[src/nga_pkg.sv]
// Shared types and constants for the multichannel noise gate.
// Used by every design module of the block; has no dependencies of its own.
`default_nettype none

package nga_pkg;

    localparam int DATA_W   = 16;
    localparam int CH_W     = 3;
    localparam int MASK_W   = 8;
    localparam int PHASE_W  = 3;
    localparam int S_TDATA_W = 24;
    localparam int M_TDATA_W = 24;
    localparam int PADDR_W  = 5;
    localparam int PDATA_W  = 32;

    localparam logic [DATA_W-1:0] GAIN_ONE   = 16'h8000;
    localparam logic [DATA_W-1:0] GAIN_RESET = 16'd1638;
    localparam logic [DATA_W-1:0] HOLD_MAX   = 16'hFFFF;

    // Register indexes (byte address = 4 * index)
    localparam logic [2:0] REG_MUTE_MASK   = 3'd0;
    localparam logic [2:0] REG_ACTIVE_MASK = 3'd1;
    localparam logic [2:0] REG_THRESHOLD   = 3'd2;
    localparam logic [2:0] REG_FLOOR_GAIN  = 3'd3;
    localparam logic [2:0] REG_HOLD        = 3'd4;
    localparam logic [2:0] REG_ATTACK      = 3'd5;
    localparam logic [2:0] REG_RELEASE     = 3'd6;

    typedef enum logic [PHASE_W-1:0] {
        PH_CLOSED  = 3'd0,
        PH_ATTACK  = 3'd1,
        PH_OPEN    = 3'd2,
        PH_HOLD    = 3'd3,
        PH_RELEASE = 3'd4
    } phase_t;

    typedef struct packed {
        phase_t              phase;
        logic [DATA_W-1:0]   gain;
        logic [DATA_W-1:0]   hold;
    } gate_state_t;

    localparam gate_state_t STATE_RESET = '{phase: PH_CLOSED, gain: GAIN_RESET, hold: '0};

    typedef struct packed {
        logic [MASK_W-1:0] mute_mask;
        logic [MASK_W-1:0] active_mask;
        logic [DATA_W-1:0] threshold_level;
        logic [DATA_W-1:0] floor_gain;
        logic [DATA_W-1:0] hold_samples;
        logic [DATA_W-1:0] attack_step;
        logic [DATA_W-1:0] release_step;
    } gate_cfg_t;

endpackage

`default_nettype wire

[src/noise_gate_attack_hold_release_top.sv]
// Top level of the multichannel noise gate: stream ports, state memory,
// gate step and output register. Depends on nga_pkg, nga_cfg_regs, nga_state_mem and nga_gate_update.
`default_nettype none

// Multichannel noise gate with attack, hold and release per channel. An item
// (channel, Q1.15 sample) is taken every cycle the output side keeps up; its
// result passes a stage register and the output register. The channel's phase,
// gain and hold count are read from the state memory at acceptance through a
// registered read, updated and multiplied in the next cycle and, when active,
// written back at the edge where the result moves into the output register;
// an item that follows on the same channel takes the written-back state through
// a bypass. Reset marks all entries as never written, which reads as closed,
// gain 1638, count zero, so the block takes items right after reset. The user
// must write settings via APB while no item is in flight; the block won't check.
module noise_gate_attack_hold_release_top #(
    parameter int CHANNELS = 8
) (
    input  wire logic                          aclk,
    input  wire logic                          aresetn,
    // s_tdata: [2:0] channel, [18:3] sample_in, [23:19] zero
    input  wire logic                          s_tvalid,
    output logic                               s_tready,
    input  wire logic [nga_pkg::S_TDATA_W-1:0] s_tdata,
    // m_tdata: [2:0] channel_out, [18:3] sample_out, [21:19] gate_phase, [23:22] zero
    output logic                               m_tvalid,
    input  wire logic                          m_tready,
    output logic      [nga_pkg::M_TDATA_W-1:0] m_tdata,
    input  wire logic                          psel,
    input  wire logic                          penable,
    input  wire logic                          pwrite,
    input  wire logic [nga_pkg::PADDR_W-1:0]   paddr,
    input  wire logic [nga_pkg::PDATA_W-1:0]   pwdata,
    output logic      [nga_pkg::PDATA_W-1:0]   prdata,
    output logic                               pready
);

    localparam int AW = (CHANNELS > 1) ? $clog2(CHANNELS) : 1;

    nga_pkg::gate_cfg_t   cfg;
    nga_pkg::gate_state_t rd_state;
    nga_pkg::gate_state_t upd_state;
    nga_pkg::phase_t      phase_out;
    logic [15:0]          sample_out;
    logic                 upd_wr;

    logic                 s1_vld_reg;
    logic [2:0]           s1_ch_reg;
    logic [15:0]          s1_sample_reg;
    logic                 m_vld_reg;
    logic [nga_pkg::M_TDATA_W-1:0] m_data_reg;
    logic [nga_pkg::M_TDATA_W-1:0] m_data_next;

    logic                 accept;
    logic                 advance;
    logic                 mem_wr;

    assign advance  = !m_vld_reg || m_tready;
    assign s_tready = !s1_vld_reg || advance;
    assign accept   = s_tvalid && s_tready;
    assign mem_wr   = s1_vld_reg && advance && upd_wr;

    nga_cfg_regs u_cfg (
        .aclk    (aclk),
        .aresetn (aresetn),
        .psel    (psel),
        .penable (penable),
        .pwrite  (pwrite),
        .paddr   (paddr),
        .pwdata  (pwdata),
        .prdata  (prdata),
        .pready  (pready),
        .cfg     (cfg)
    );

    nga_state_mem #(
        .CHANNELS (CHANNELS),
        .AW       (AW)
    ) u_mem (
        .aclk    (aclk),
        .aresetn (aresetn),
        .rd_en   (accept),
        .rd_addr (AW'(s_tdata[2:0])),
        .wr_en   (mem_wr),
        .wr_addr (AW'(s1_ch_reg)),
        .wr_data (upd_state),
        .rd_data (rd_state)
    );

    nga_gate_update #(
        .CHANNELS (CHANNELS)
    ) u_upd (
        .channel    (s1_ch_reg),
        .sample_in  (s1_sample_reg),
        .cur        (rd_state),
        .cfg        (cfg),
        .upd        (upd_state),
        .wr_en      (upd_wr),
        .sample_out (sample_out),
        .phase_out  (phase_out)
    );

    assign m_data_next = {2'b00, phase_out, sample_out, s1_ch_reg};

    always_ff @(posedge aclk) begin
        if (!aresetn) begin
            s1_vld_reg <= 1'b0;
            m_vld_reg  <= 1'b0;
        end else begin
            if (accept) begin
                s1_vld_reg <= 1'b1;
            end else if (advance) begin
                s1_vld_reg <= 1'b0;
            end
            if (advance) begin
                m_vld_reg <= s1_vld_reg;
            end
        end
    end

    always_ff @(posedge aclk) begin
        if (accept) begin
            s1_ch_reg     <= s_tdata[2:0];
            s1_sample_reg <= s_tdata[18:3];
        end
        if (advance && s1_vld_reg) begin
            m_data_reg <= m_data_next;
        end
    end

    assign m_tvalid = m_vld_reg;
    assign m_tdata  = m_data_reg;

endmodule

`default_nettype wire

[src/nga_cfg_regs.sv]
// Configuration register bank of the noise gate, APB-style write and read.
// Depends on nga_pkg for register indexes and the settings struct.
`default_nettype none

module nga_cfg_regs (
    input  wire logic                        aclk,
    input  wire logic                        aresetn,
    input  wire logic                        psel,
    input  wire logic                        penable,
    input  wire logic                        pwrite,
    input  wire logic [nga_pkg::PADDR_W-1:0] paddr,
    input  wire logic [nga_pkg::PDATA_W-1:0] pwdata,
    output logic      [nga_pkg::PDATA_W-1:0] prdata,
    output logic                             pready,
    output nga_pkg::gate_cfg_t               cfg
);

    nga_pkg::gate_cfg_t cfg_reg;
    logic [2:0]         reg_idx;
    logic               wr_en;

    assign pready  = 1'b1;
    assign reg_idx = paddr[4:2];
    assign wr_en   = psel && penable && pwrite && pready;
    assign cfg     = cfg_reg;

    always_ff @(posedge aclk) begin
        if (!aresetn) begin
            cfg_reg.mute_mask       <= '0;
            cfg_reg.active_mask     <= '0;
            cfg_reg.threshold_level <= 16'd22938;
            cfg_reg.floor_gain      <= nga_pkg::GAIN_RESET;
            cfg_reg.hold_samples    <= 16'd350;
            cfg_reg.attack_step     <= 16'd65;
            cfg_reg.release_step    <= 16'd65;
        end else if (wr_en) begin
            case (reg_idx)
                nga_pkg::REG_MUTE_MASK:   cfg_reg.mute_mask       <= pwdata[7:0];
                nga_pkg::REG_ACTIVE_MASK: cfg_reg.active_mask     <= pwdata[7:0];
                nga_pkg::REG_THRESHOLD:   cfg_reg.threshold_level <= pwdata[15:0];
                nga_pkg::REG_FLOOR_GAIN:  cfg_reg.floor_gain      <= pwdata[15:0];
                nga_pkg::REG_HOLD:        cfg_reg.hold_samples    <= pwdata[15:0];
                nga_pkg::REG_ATTACK:      cfg_reg.attack_step     <= pwdata[15:0];
                nga_pkg::REG_RELEASE:     cfg_reg.release_step    <= pwdata[15:0];
                default: ;
            endcase
        end
    end

    always_comb begin
        case (reg_idx)
            nga_pkg::REG_MUTE_MASK:   prdata = {24'd0, cfg_reg.mute_mask};
            nga_pkg::REG_ACTIVE_MASK: prdata = {24'd0, cfg_reg.active_mask};
            nga_pkg::REG_THRESHOLD:   prdata = {16'd0, cfg_reg.threshold_level};
            nga_pkg::REG_FLOOR_GAIN:  prdata = {16'd0, cfg_reg.floor_gain};
            nga_pkg::REG_HOLD:        prdata = {16'd0, cfg_reg.hold_samples};
            nga_pkg::REG_ATTACK:      prdata = {16'd0, cfg_reg.attack_step};
            nga_pkg::REG_RELEASE:     prdata = {16'd0, cfg_reg.release_step};
            default:                  prdata = '0;
        endcase
    end

endmodule

`default_nettype wire

[src/nga_state_mem.sv]
// Per-channel gate state memory: one write port, one registered read port,
// valid bits for reset and a write-to-read bypass. Depends on nga_pkg.
`default_nettype none

module nga_state_mem #(
    parameter int CHANNELS = 8,
    parameter int AW       = 3
) (
    input  wire logic                  aclk,
    input  wire logic                  aresetn,
    input  wire logic                  rd_en,
    input  wire logic [AW-1:0]         rd_addr,
    input  wire logic                  wr_en,
    input  wire logic [AW-1:0]         wr_addr,
    input  wire nga_pkg::gate_state_t  wr_data,
    output nga_pkg::gate_state_t       rd_data
);

    nga_pkg::gate_state_t mem_reg [CHANNELS];
    nga_pkg::gate_state_t rd_q_reg;
    nga_pkg::gate_state_t fwd_data_reg;
    logic [CHANNELS-1:0]  valid_reg;
    logic                 fwd_reg;
    logic                 vld_q_reg;

    always_ff @(posedge aclk) begin
        if (wr_en) begin
            mem_reg[wr_addr] <= wr_data;
        end
    end

    always_ff @(posedge aclk) begin
        if (rd_en) begin
            rd_q_reg     <= mem_reg[rd_addr];
            fwd_data_reg <= wr_data;
        end
    end

    always_ff @(posedge aclk) begin
        if (!aresetn) begin
            valid_reg <= '0;
            fwd_reg   <= 1'b0;
            vld_q_reg <= 1'b0;
        end else begin
            if (wr_en) begin
                valid_reg[wr_addr] <= 1'b1;
            end
            if (rd_en) begin
                // take the data being written this edge, memory still holds the old one
                fwd_reg   <= wr_en && (wr_addr == rd_addr);
                vld_q_reg <= valid_reg[rd_addr];
            end
        end
    end

    assign rd_data = fwd_reg   ? fwd_data_reg :
                     vld_q_reg ? rd_q_reg     : nga_pkg::STATE_RESET;

endmodule

`default_nettype wire

[src/nga_gate_update.sv]
// Gate step for one item: ramp or hold count, threshold compare, gain multiply,
// mute and bypass selection. Depends on nga_pkg.
`default_nettype none

module nga_gate_update #(
    parameter int CHANNELS = 8
) (
    input  wire logic [nga_pkg::CH_W-1:0]   channel,
    input  wire logic [nga_pkg::DATA_W-1:0] sample_in,
    input  wire nga_pkg::gate_state_t       cur,
    input  wire nga_pkg::gate_cfg_t         cfg,
    output nga_pkg::gate_state_t            upd,
    output logic                            wr_en,
    output logic [nga_pkg::DATA_W-1:0]      sample_out,
    output nga_pkg::phase_t                 phase_out
);

    logic                   in_range;
    logic [16:0]            mag;
    logic [16:0]            sx;
    logic [15:0]            fl;
    logic [16:0]            g;
    logic [15:0]            hc;
    nga_pkg::phase_t        ph;
    logic signed [32:0]     prod;
    logic [15:0]            scaled;

    // next phase, gain and hold count of the channel
    always_comb begin
        sx       = {sample_in[15], sample_in};
        mag      = sample_in[15] ? 17'(-sx) : sx;
        fl       = (cfg.floor_gain > nga_pkg::GAIN_ONE) ? nga_pkg::GAIN_ONE : cfg.floor_gain;

        ph = cur.phase;
        g  = {1'b0, cur.gain};
        hc = cur.hold;

        case (ph)
            nga_pkg::PH_ATTACK: begin
                g = g + {1'b0, cfg.attack_step};
                if (g >= {1'b0, nga_pkg::GAIN_ONE}) begin
                    g  = {1'b0, nga_pkg::GAIN_ONE};
                    ph = nga_pkg::PH_OPEN;
                end
            end
            nga_pkg::PH_HOLD: begin
                if (hc != nga_pkg::HOLD_MAX) begin
                    hc = hc + 16'd1;
                end
                if (hc >= cfg.hold_samples) begin
                    ph = nga_pkg::PH_RELEASE;
                end
            end
            nga_pkg::PH_RELEASE: begin
                // stop at the floor, even if the floor lies above the gain
                if (g[15:0] <= fl || (g[15:0] - fl) <= cfg.release_step) begin
                    g  = {1'b0, fl};
                    ph = nga_pkg::PH_CLOSED;
                end else begin
                    g = g - {1'b0, cfg.release_step};
                end
            end
            default: ;
        endcase

        if (mag >= {1'b0, cfg.threshold_level}) begin
            if (ph == nga_pkg::PH_CLOSED || ph == nga_pkg::PH_RELEASE) begin
                ph = nga_pkg::PH_ATTACK;
            end else if (ph == nga_pkg::PH_HOLD) begin
                hc = '0;
            end
        end else if (ph == nga_pkg::PH_OPEN) begin
            hc = '0;
            ph = nga_pkg::PH_HOLD;
        end

        upd.phase = ph;
        upd.gain  = g[15:0];
        upd.hold  = hc;
    end

    // result of the item and write-back enable
    always_comb begin
        in_range = 32'(channel) < CHANNELS;

        // floor of (sample * gain) / 2^15
        prod   = $signed({{17{sample_in[15]}}, sample_in}) * $signed({16'd0, g});
        scaled = prod[30:15];

        wr_en = 1'b0;
        if (!in_range) begin
            sample_out = sample_in;
            phase_out  = nga_pkg::PH_CLOSED;
        end else if (cfg.mute_mask[channel]) begin
            sample_out = '0;
            phase_out  = cur.phase;
        end else if (!cfg.active_mask[channel]) begin
            sample_out = sample_in;
            phase_out  = cur.phase;
        end else begin
            sample_out = scaled;
            phase_out  = ph;
            wr_en      = 1'b1;
        end
    end

endmodule

`default_nettype wire

[config.mk]
export PLATFORM = sky130hd
export DESIGN_NAME = noise_gate_attack_hold_release_top
export DESIGN_NICKNAME = d
export VERILOG_FILES = /design/src/nga_pkg.sv /design/src/noise_gate_attack_hold_release_top.sv /design/src/nga_cfg_regs.sv /design/src/nga_state_mem.sv /design/src/nga_gate_update.sv
export SDC_FILE = /design/constraint.sdc
export NUM_CORES = 1
export LEC_CHECK = 0
export BUFFER_PORTS_ARGS = -buffer_cell sky130_fd_sc_hd__buf_4
export CAP_MARGIN = 5
export CORE_MARGIN = 1.5
export CORE_UTILIZATION = 40
export DETAILED_ROUTE_END_ITERATION = 12
export GPL_TIMING_DRIVEN = 0
export SLEW_MARGIN = 0
export SYNTH_ARGS = -nofsm -noshare
export SYNTH_HDL_FRONTEND = slang
export SYNTH_HIERARCHICAL = 1
export SYNTH_SLANG_ARGS = --single-unit
[constraint.sdc]
create_clock -name aclk -period 28 [get_ports aclk]
set_input_delay 4.2 -clock aclk [delete_from_list [all_inputs] [get_ports aclk]]
set_output_delay 4.2 -clock aclk [all_outputs]
set_load 0.02 [all_outputs]
==> summary.txt, run 1 <==
Floorplanning
  – Top Ports: 127
  – Die width: 292.0 um
  – Die ar.: 85250 um^2
  – Core ar.: 82370 um^2
  – Core Rows: 105
  – Die H: 292.0 um
  – Initial Util: 0.4055

Yosys
  – XOR/XNOR Fraction of Synth Area: 0.02322
  – Syn avg cell area: 11.55 um^2
  – Top cells by area, synth: edfxtp_1 (35%), fa_1 (13%), ha_1 (7.5%)
  – Mux share of post-synthesis cell area: 0.1008
  – Number of unique standard cell types used by synthesis: 95
  – Adder-Cell Fraction of Synth Area: 0.2012
  – Simple-gate share of the synthesized area: 0.1108
  – Mapped Cells: 2891
  – Post-synth top cells: edfxtp_1 (391), inv_1 (346), nand2_1 (301)
  – Compound-Gate Fraction of Synth Area: 0.08541
  – Async SR Flop Fraction: 0
  – Number of enable flip-flop cells after synthesis: 391
  – Largest family of logic cells by synthesized area: adder cells
  – Seq cells post-synth: 499
  – Post-synthesis sequential area ratio: 0.4162
  – Most used DFF post-synth: edfxtp_1
  – Synth Cell Area: 33400 um^2
  – Synth Warn #: 6
  – Yosys top cell area share: 0.3515
  – Cell with the most instances after synthesis: edfxtp_1
  – Post-synth top area cell: edfxtp_1

Worst setup path
  – CP Launch Type: register
  – Arrival time worst endpoint: 15.44 ns
  – Crit path capture type: register
  – Slowest stage delay, CP: 1.06 ns
  – Largest fanout on the critical path: 18
  – Buf/Inv on CP: 8
  – Critical-path top delay cell: o21ai_0
  – WP data required: 28.45 ns
  – Worst path top cell family by delay: compound AO/OA/AOI/OAI gates
  – Worst Setup Path Type: reg2reg

Final layout
  – Nets: 3543
  – Layout Utilization: 0.4562
  – Syn-to-layout area delta: 12.52%
  – Layout cell share with drive strength beyond 1: 0.1332
  – Largest register FFs: 280
  – Ant diodes: 0

Global route
  – Global Route Usage Sum: 0.2217
  – Initial antenna violation count: 1
  – First-pass GRT wire length: 142100 um
  – Pin count of the biggest net entering global routing: 60
  – GR Overflow Total: 0
  – Vias in the first global route: 22630

Drt
  – Post-DR vias/cell: 5.433
  – DRT iter0 DRCs: 1798
  – Final WL: 94560 um
  – DRT Pass-1 Iters: 6
  – DRC: 0
  – Avg WL per Cell: 22.63 um
  – Via count: 22700
  – Final antenna-violating net count: 0

CTS
  – CTS Buf Count: 55
  – Max clock buf depth: 3
  – CTS clk-pin slew, worst paths: 0.06 ns
  – H-tree levels: 2
  – Root Buffer: clkbuf_16
  – Setup bufs post-CTS: 0
  – Clock Sink Count: 499
  – Clk_lat worst skew: 0.63 ns
  – Hold-fix buffers, CTS: 0
  – Cts repair resizes: 0
  – CTS tree: built

STA
  – RSZ-0062 raised after global routing: no
  – Clock skew: 0.02188 ns
  – Fin crit period: 14.99 ns
  – Fin crit share: 0.5354
  – Max Freq: 66.70 MHz
  – Final hold slack: 0.4672 ns
  – Relative slew slack: 0.08475
  – Tightest Pin Transition: 1.359 ns
  – Setup TNS Final: 0 ns
  – Max Transition Viols Final: 0
  – Final setup vio count: 0
  – Fin. Hold Viols: 0

Power
  – Total chip power: 2891 uW
  – Power density over the cells: 76.91 nW/um^2
  – P_leak: 0.01553 uW
  – Max IR drop VDD: 0.1048 mV

Placement
  – Port buffer count: 83
  – Post-detail-place hpwl: 70530 um
  – Final GP Congestion: 0.8985

Status
  – Status: complete, no violations

Hold path
  – Path category of the worst min-delay check: reg2reg

Run
  – Max cap viols: 0
## placed cells by master, fill, tap and decap left out, drive strengths merged, types with 9 or more instances in the layout
| master | instances |
|---|---|
| a21o | 43 |
| a21oi | 101 |
| a221o | 11 |
| a221oi | 12 |
| a22o | 41 |
| and2 | 144 |
| and3 | 15 |
| buf | 160 |
| clkbuf | 160 |
| clkinv | 23 |
| conb | 19 |
| dfxtp | 108 |
| edfxtp | 391 |
| fa | 210 |
| ha | 201 |
| inv | 346 |
| mux2 | 51 |
| mux2i | 107 |
| mux4 | 76 |
| nand2 | 303 |
| nand2b | 17 |
| nand3 | 40 |
| nand4 | 17 |
| nor2 | 136 |
| nor2b | 27 |
| nor3 | 20 |
| nor4 | 9 |
| o21a | 24 |
| o21ai | 72 |
| o311ai | 11 |
| o31ai | 12 |
| or3 | 12 |
| xnor2 | 57 |
| xor2 | 29 |
## power by group
part / leakage, uW / switching (uW) / internal (uW)
clock: 0.000903 / 303 / 430
sequential: 0.00452 / 8.00 / 814
combinational: 0.0101 / 810 / 526
total: 0.0155 / 1120 / 1770
## cell families (layout without fill, tap and decap cells)
group,Yosys count,in the layout
muxes,234,234
other,3,19
AOI/OAI and AO/OA,401,401
and+or+nand+nor,760,760
buffers and inverters,496,697
xor gates and xnor gates,87,87
DFF,499,499
adders and majority gates,411,411
## stage by stage
| stage | std cells | instance area [um^2] | setup WS, ns |
|---|---|---|---|
| 2_1_floorplan | 2907 | 33460 | 16.80 |
| 3_3_place_gp | 4060 | 35420 | 13.38 |
| 3_5_place_dp | 4077 | 35740 | 13.32 |
| 4_1_cts | 4178 | 37580 | 13.19 |
| 5_1_grt | 4178 | 37580 | 12.32 |
| 6_report | 4178 | 37580 | 13.01 |
## metal layers
metal	track usage	vias up	share of wire
met3	0.03478	123	0.065
li1	-	10380	-
met4	0.05894	0	0.025
met5	0	-	0
met1	0.3155	11430	0.45
met2	0.3521	763	0.46
## cell type report
class,instances,area (um^2)
fillers,7550,44790
repair buffers,100,877.1
clock inverters,28,311.5
flip-flops and latches,499,13900
well taps,1070,1339
inverters,349,1310
clock buffers,73,1526
plain buffers,147,762.0
multi-input cells,1912,17550
## worst paths after layout
kind | to | start | slack, ns | cells after the start
setup / recovery | m_tdata[18]$_DFFE_PP_ | u_mem/fwd_reg$_SDFFE_PN0P_ | 13.01 | 51
setup reg to reg | m_tdata[18]$_DFFE_PP_ | u_mem/fwd_reg$_SDFFE_PN0P_ | 13.01 | 51
hold / removal | u_mem/valid_reg[5]$_SDFFE_PN0P_ | u_mem/valid_reg[5]$_SDFFE_PN0P_ | 0.47 | 1
hold reg to reg | u_mem/valid_reg[5]$_SDFFE_PN0P_ | u_mem/valid_reg[5]$_SDFFE_PN0P_ | 0.47 | 1
Power figures use the tool's default switching activity.
==> run 2, diff against run 1 <==
clock period = 14.8 ns   (was 28 ns; I/O delays follow)
==> run 2 against run 1 <==
  * Maximum frequency grew 6.5%
  * Largest cell class unchanged
  * Wire length barely moved
  * Largest power group unchanged
  * Via count grew 0.50%
  * Final area up 0.10%
==> summary.txt, run 2 (synthesis results as in run 1) <==
CTS
  – H-tree levels: 2 (unchanged)
  – Cts repair resizes: 1 (was 0)
  – CTS clk-pin slew, worst paths: 0.06 ns (about the same)
  – Hold-fix buffers, CTS: 0 (unchanged)
  – CTS Buf Count: 55 (unchanged)
  – Clock Sink Count: 499 (unchanged)
  – Clk_lat worst skew: 0.63 ns (about the same)
  – Root Buffer: clkbuf_16 (unchanged)
  – Setup bufs post-CTS: 0 (unchanged)
  – Max clock buf depth: 3 (unchanged)
  – CTS tree: built (unchanged)

Drt
  – Via count: 22810 (was 22700)
  – Final WL: 94650 um (was 94560 um)
  – Post-DR vias/cell: 5.461 (was 5.433)
  – Avg WL per Cell: 22.65 um (was 22.63 um)
  – DRC: 0 (unchanged)
  – Final antenna-violating net count: 0 (unchanged)
  – DRT iter0 DRCs: 1870 (was 1798)
  – DRT Pass-1 Iters: 6 (unchanged)

Global route
  – Vias in the first global route: 22630 (unchanged)
  – Pin count of the biggest net entering global routing: 60 (unchanged)
  – First-pass GRT wire length: 142100 um (unchanged)
  – GR Overflow Total: 0 (unchanged)
  – Global Route Usage Sum: 0.2217 (unchanged)
  – Initial antenna violation count: 1 (unchanged)

Final layout
  – Syn-to-layout area delta: 12.63% (was 12.52%)
  – Layout Utilization: 0.4567 (was 0.4562)
  – Commonest non-fill, non-tap cell in the layout: edfxtp_1 (unchanged)
  – Register cell area after layout: 13900 um^2 (unchanged)
  – Ant diodes: 0 (unchanged)
  – Largest register FFs: 280 (unchanged)
  – Most frequent cells in the layout: edfxtp_1 (391), inv_1 (346), nand2_1 (301) (unchanged)
  – Layout cell share with drive strength beyond 1: 0.1387 (was 0.1332)
  – Nets: 3543 (unchanged)
  – Filler instances: 7547 (was 7550)
  – Multi-input gate area: 17580 um^2 (was 17550 um^2)

STA
  – Final hold slack: 0.4669 ns (was 0.4672 ns)
  – Fin crit period: 14.07 ns (was 14.99 ns)
  – Clock skew: 0.02447 ns (was 0.02188 ns)
  – Relative slew slack: 0.1604 (was 0.08475)
  – Setup TNS Final: 0 ns (unchanged)
  – Final setup vio count: 0 (unchanged)
  – Fin. Hold Viols: 0 (unchanged)
  – Tightest Pin Transition: 1.257 ns (was 1.359 ns)
  – Max Freq: 71.07 MHz (was 66.70 MHz)
  – RSZ-0062 raised after global routing: no (unchanged)
  – Max Transition Viols Final: 0 (unchanged)
  – Post-route setup slack: 0.7292 ns (was 13.01 ns)
  – Fin crit share: 0.9507 (was 0.5354)

Worst setup path
  – Slowest stage delay, CP: 0.72 ns (was 1.06 ns)
  – Buf/Inv on CP: 10 (was 8)
  – Worst path top cell family by delay: compound AO/OA/AOI/OAI gates (unchanged)
  – WP data required: 15.25 ns (was 28.45 ns)
  – Arrival time worst endpoint: 14.52 ns (was 15.44 ns)
  – CP Launch Type: register (unchanged)
  – Largest fanout on the critical path: 18 (unchanged)
  – Crit path capture type: register (unchanged)
  – Critical-path top delay cell: o21ai_1 (was o21ai_0)
  – Worst Setup Path Type: reg2reg (unchanged)

Floorplanning
  – Die H: 292.0 um (unchanged)
  – Initial Util: 0.4055 (unchanged)
  – Die ar.: 85250 um^2 (unchanged)
  – Core ar.: 82370 um^2 (unchanged)
  – Top Ports: 127 (unchanged)
  – Die width: 292.0 um (unchanged)
  – Core Rows: 105 (unchanged)

Run
  – Max cap viols: 0 (unchanged)

Status
  – Status: complete, no violations (unchanged)

Power
  – Max IR drop VDD: 0.1978 mV (was 0.1048 mV)
  – P_leak: 0.01558 uW (was 0.01553 uW)
  – Total chip power: 5468 uW (was 2891 uW)
  – Power density over the cells: 145.3 nW/um^2 (was 76.91 nW/um^2)

Placement
  – Port buffer count: 83 (unchanged)
  – Final GP Congestion: 0.8985 (unchanged)
  – Post-detail-place hpwl: 70530 um (unchanged)
  – Pre-CTS WS: 0.1199 ns (was 13.32 ns)

Hold path
  – Path category of the worst min-delay check: reg2reg (unchanged)
==> run 2: cell count changes in the layout (fill, tap and decap cells not counted) <==
| cell | delta |
|---|---|
| o21ai_2 | +2 |
| a21oi_2 | +3 |
| o21ai_0 | -2 |
| o221ai_2 | +1 |
| a21oi_1 | -3 |
| clkbuf_1 | -11 |
| clkbuf_2 | +11 |
| o221ai_1 | -1 |
==> run 2: final timing paths <==
kind                                                       from                         endpoint  slack, ns  cells after the start
worst max-delay path                 u_mem/fwd_reg$_SDFFE_PN0P_            m_tdata[18]$_DFFE_PP_       0.73                     51
worst min-delay path            u_mem/valid_reg[5]$_SDFFE_PN0P_  u_mem/valid_reg[5]$_SDFFE_PN0P_       0.47                      1
worst max register to register       u_mem/fwd_reg$_SDFFE_PN0P_            m_tdata[18]$_DFFE_PP_       0.73                     51
worst min register to register  u_mem/valid_reg[5]$_SDFFE_PN0P_  u_mem/valid_reg[5]$_SDFFE_PN0P_       0.47                      1
==> run 2: routing by layer <==
| layer | vias to the layer above | part of all wire | global-route usage |
|---|---|---|---|
| li1 | 10390 | - | - |
| met1 | 11530 | 0.44 | 0.3155 |
| met2 | 766 | 0.46 | 0.3521 |
| met3 | 134 | 0.068 | 0.03478 |
| met4 | 0 | 0.027 | 0.05894 |
| met5 | - | 0 | 0 |
==> run 2: stage by stage <==
| stage | instance area (um^2) | instances |
|---|---|---|
| after floorplan | 33460 | 2907 |
| after global placement | 35420 | 4060 |
| after detailed placement | 35740 | 4077 |
| after CTS | 37580 | 4178 |
| after global routing | 37620 | 4178 |
| final | 37620 | 4178 |
==> run 2: final cells by class <==
cell class | count | area share
Multi-Input combinational cell | 1912 | 0.4672
Sequential cell | 499 | 0.3696
Clock buffer | 73 | 0.04057
Tap cell | 1070 | 0.03559
Inverter | 349 | 0.03482
Timing Repair Buffer | 100 | 0.02331
Buffer | 147 | 0.02062
Clock inverter | 28 | 0.008281
==> run 2: where the power goes <==
part	internal, uW	total, uW	switching, uW
Sequential	1540	1550	15.2
Clock	813	1390	572
Combinational	995	2530	1530
==> run 3, diff against run 2 <==
ABC_AREA = 1   (was not set)
CTS_BUF_LIST = sky130_fd_sc_hd__clkbuf_8   (was not set)
==> run 3 against run 2 <==
  * Synthesized cell count grew 36%
  * Total power grew 74%
  * Register-to-register slack gained 1.6 ns
  * Clock-buffer cell count grew 26
  * Utilization shrank 0.34 points
  * Via count grew 23%
  * Hold slack gained 0.0066 ns
  * Critical path type unchanged
  * Critical endpoint is now m_tdata[16]$_DFFE_PP_
  * Largest power group unchanged
  * Highest routed layer unchanged
==> summary.txt, run 3 <==
Status
  – Status: complete, no violations (unchanged)

Worst setup path
  – CP Launch Type: register (unchanged)
  – Slowest stage delay, CP: 0.61 ns (was 0.72 ns)
  – Arrival time worst endpoint: 12.91 ns (was 14.52 ns)
  – Crit path capture type: register (unchanged)
  – WP data required: 15.28 ns (was 15.25 ns)
  – Critical-path top delay cell: clkinv_1 (was o21ai_1)
  – Worst Setup Path Type: reg2reg (unchanged)
  – Worst path most repeated cell: nand2_1
  – Largest fanout on the critical path: 16 (was 18)

Final layout
  – Layout Utilization: 0.4533 (was 0.4567)
  – Multi-input gate area: 17470 um^2 (was 17580 um^2)
  – Syn-to-layout area delta: 12.38% (was 12.63%)
  – Layout cell share with drive strength beyond 1: 0.09403 (was 0.1387)
  – Largest register FFs: 280 (unchanged)
  – Commonest non-fill, non-tap cell in the layout: nand2_1 (was edfxtp_1)
  – Most frequent cells in the layout: nand2_1 (744), nor2_1 (618), inv_1 (553) (was edfxtp_1 (391), inv_1 (346), nand2_1 (301))
  – Filler instances: 8373 (was 7547)
  – Register cell area after layout: 13900 um^2 (unchanged)
  – Nets: 4605 (was 3543)

Floorplanning
  – Core Rows: 107 (was 105)
  – Top Ports: 127 (unchanged)
  – Initial Util: 0.4033 (was 0.4055)
  – Die ar.: 87620 um^2 (was 85250 um^2)
  – Die width: 296.0 um (was 292.0 um)
  – Core ar.: 85150 um^2 (was 82370 um^2)
  – Die H: 296.0 um (was 292.0 um)

Yosys
  – Post-synth top cells: nand2_1 (744), nor2_1 (626), inv_1 (534) (was edfxtp_1 (391), inv_1 (346), nand2_1 (301))
  – Yosys top cell area share: 0.3419 (was 0.3515)
  – Mapped Cells: 3920 (was 2891)
  – Seq cells post-synth: 499 (unchanged)
  – Syn avg cell area: 8.761 um^2 (was 11.55 um^2)
  – Most used DFF post-synth: edfxtp_1 (unchanged)
  – Cell with the most instances after synthesis: nand2_1 (was edfxtp_1)
  – Number of enable flip-flop cells after synthesis: 391 (unchanged)
  – Post-synth top area cell: edfxtp_1 (unchanged)
  – Number of unique standard cell types used by synthesis: 61 (was 95)
  – Synth Cell Area: 34340 um^2 (was 33400 um^2)
  – Post-synthesis sequential area ratio: 0.4049 (was 0.4162)
  – Async SR Flop Fraction: 0 (unchanged)
  – Synth Warn #: 6 (unchanged)
  – Top cells by area, synth: edfxtp_1 (34%), fa_1 (12%), nand2_1 (8.1%) (was edfxtp_1 (35%), fa_1 (13%), ha_1 (7.5%))

Global route
  – Initial antenna violation count: 3 (was 1)
  – First-pass GRT wire length: 163000 um (was 142100 um)
  – GR Overflow Total: 0 (unchanged)
  – Vias in the first global route: 26710 (was 22630)
  – M3 GR Usage: 0.03905 (was 0.03478)
  – GR Util met2: 0.3958 (was 0.3521)
  – Global Route Usage Sum: 0.2495 (was 0.2217)
  – Met1 Track Usage GR: 0.3399 (was 0.3155)
  – Pin count of the biggest net entering global routing: 65 (was 60)
  – Busiest grt layer: met2 (unchanged)

Power
  – Max IR drop VDD: 0.6302 mV (was 0.1978 mV)
  – P_leak: 0.01701 uW (was 0.01558 uW)
  – Power density over the cells: 246.2 nW/um^2 (was 145.3 nW/um^2)

CTS
  – Cts repair resizes: 0 (was 1)
  – Max clock buf depth: 3 (unchanged)
  – Clk_lat worst skew: 0.74 ns (was 0.63 ns)
  – Clock Sink Count: 499 (unchanged)
  – CTS tree: built (unchanged)
  – Hold-fix buffers, CTS: 0 (unchanged)
  – CTS Buf Count: 89 (was 55)
  – H-tree levels: 3 (was 2)
  – Setup bufs post-CTS: 0 (unchanged)
  – Root Buffer: clkbuf_8 (was clkbuf_16)
  – CTS clk-pin slew, worst paths: 0.06 ns (about the same)

Drt
  – Final WL: 108200 um (was 94650 um)
  – DRT Pass-1 Iters: 9 (was 6)
  – Avg WL per Cell: 20.27 um (was 22.65 um)
  – Via count: 27960 (was 22810)
  – DRT iter0 DRCs: 2711 (was 1870)
  – Final antenna-violating net count: 0 (unchanged)
  – DRC: 0 (unchanged)
  – Post-DR vias/cell: 5.240 (was 5.461)

STA
  – Max Freq: 80.44 MHz (was 71.07 MHz)
  – Max Transition Viols Final: 0 (unchanged)
  – Clock skew: 0.06777 ns (was 0.02447 ns)
  – Tightest Pin Transition: 1.387 ns (was 1.257 ns)
  – Final hold slack: 0.4735 ns (was 0.4669 ns)
  – Fin. Hold Viols: 0 (unchanged)
  – Relative slew slack: 0.06998 (was 0.1604)
  – Fin crit period: 12.43 ns (was 14.07 ns)
  – RSZ-0062 raised after global routing: no (unchanged)
  – Fin crit share: 0.8400 (was 0.9507)
  – Final setup vio count: 0 (unchanged)
  – Setup TNS Final: 0 ns (unchanged)

Placement
  – Port buffer count: 83 (unchanged)
  – Post-detail-place hpwl: 80700 um (was 70530 um)
  – Final GP Congestion: 0.9522 (was 0.8985)

Hold path
  – Path category of the worst min-delay check: reg2reg (unchanged)

Run
  – Max cap viols: 0 (unchanged)
## run 3: cell count changes in the layout (fill, tap and decap cells not counted), moves of 95 or more
cell,before,now
clkbuf_8,4,99
o21ai_0,59,196
inv_1,346,553
nand2_1,301,744
nand3_1,39,138
and2_1,142,1
nor2_1,127,618
mux2i_1,106,0
## run 3: metrics by stage
stage          std cells  setup WS, ns  power [uW]  area (um^2)
3_3_place_gp        5163         2.677        8133        36460
4_1_cts             5330         2.606        9538        38560
3_5_place_dp        5175         2.572        8141        36750
5_1_grt             5336         1.604       10560        38590
6_report            5336         2.369        9501        38590
2_1_floorplan       3936         5.010        6385        34400
## run 3: per-layer routing
layer  up-vias  part of all wire
met5         -                 0
met4         0             0.043
met3       195             0.072
met2      1120              0.46
met1     13460              0.43
li1      13190                 -
## run 3: cell families after synthesis
| group | share of synthesized area |
|---|---|
| other cells | 0.0003279 |
| buf+inv | 0.09003 |
| simple gates | 0.1993 |
| compound gates | 0.09327 |
| flops | 0.4049 |
| xor+xnor | 0.01658 |
| fa+ha+maj | 0.1956 |
## run 3: path summary, 6_finish.rpt
path                            slack, ns                       startpoint  cells past startpoint                         endpoint
worst max-delay path                 2.37       u_mem/fwd_reg$_SDFFE_PN0P_                     55            m_tdata[16]$_DFFE_PP_
worst min-delay path                 0.47  u_mem/valid_reg[3]$_SDFFE_PN0P_                      2  u_mem/valid_reg[3]$_SDFFE_PN0P_
worst max register to register       2.37       u_mem/fwd_reg$_SDFFE_PN0P_                     55            m_tdata[16]$_DFFE_PP_
worst min register to register       0.47  u_mem/valid_reg[3]$_SDFFE_PN0P_                      2  u_mem/valid_reg[3]$_SDFFE_PN0P_
## run 3: layout make-up
class,count,area share
diodes,2,0.0001297
plain buffers,176,0.02555
clock buffers,99,0.03530
clock inverters,56,0.01170
inverters,559,0.05463
multi-input cells,2702,0.4526
flip-flops and latches,499,0.3602
well taps,1144,0.03709
repair buffers,99,0.02279
## run 3: report_power, final
| part | internal [uW] | switching [uW] |
|---|---|---|
| registers | 1620 | 23.6 |
| clock network | 712 | 613 |
| logic | 2300 | 4240 |
| total | 4630 | 4880 |
## run 3: critical path: cells and delay by family, from the launching register on
kind,cells,cell delay (ns)
adder cells (fa/ha/maj),9,4.14
XOR/XNOR,1,0.18
AO/OA/AOI/OAI,16,3.37
buffers and inverters,13,1.94
AND/OR/NAND/NOR,16,2.10
flip-flops,1,0.44
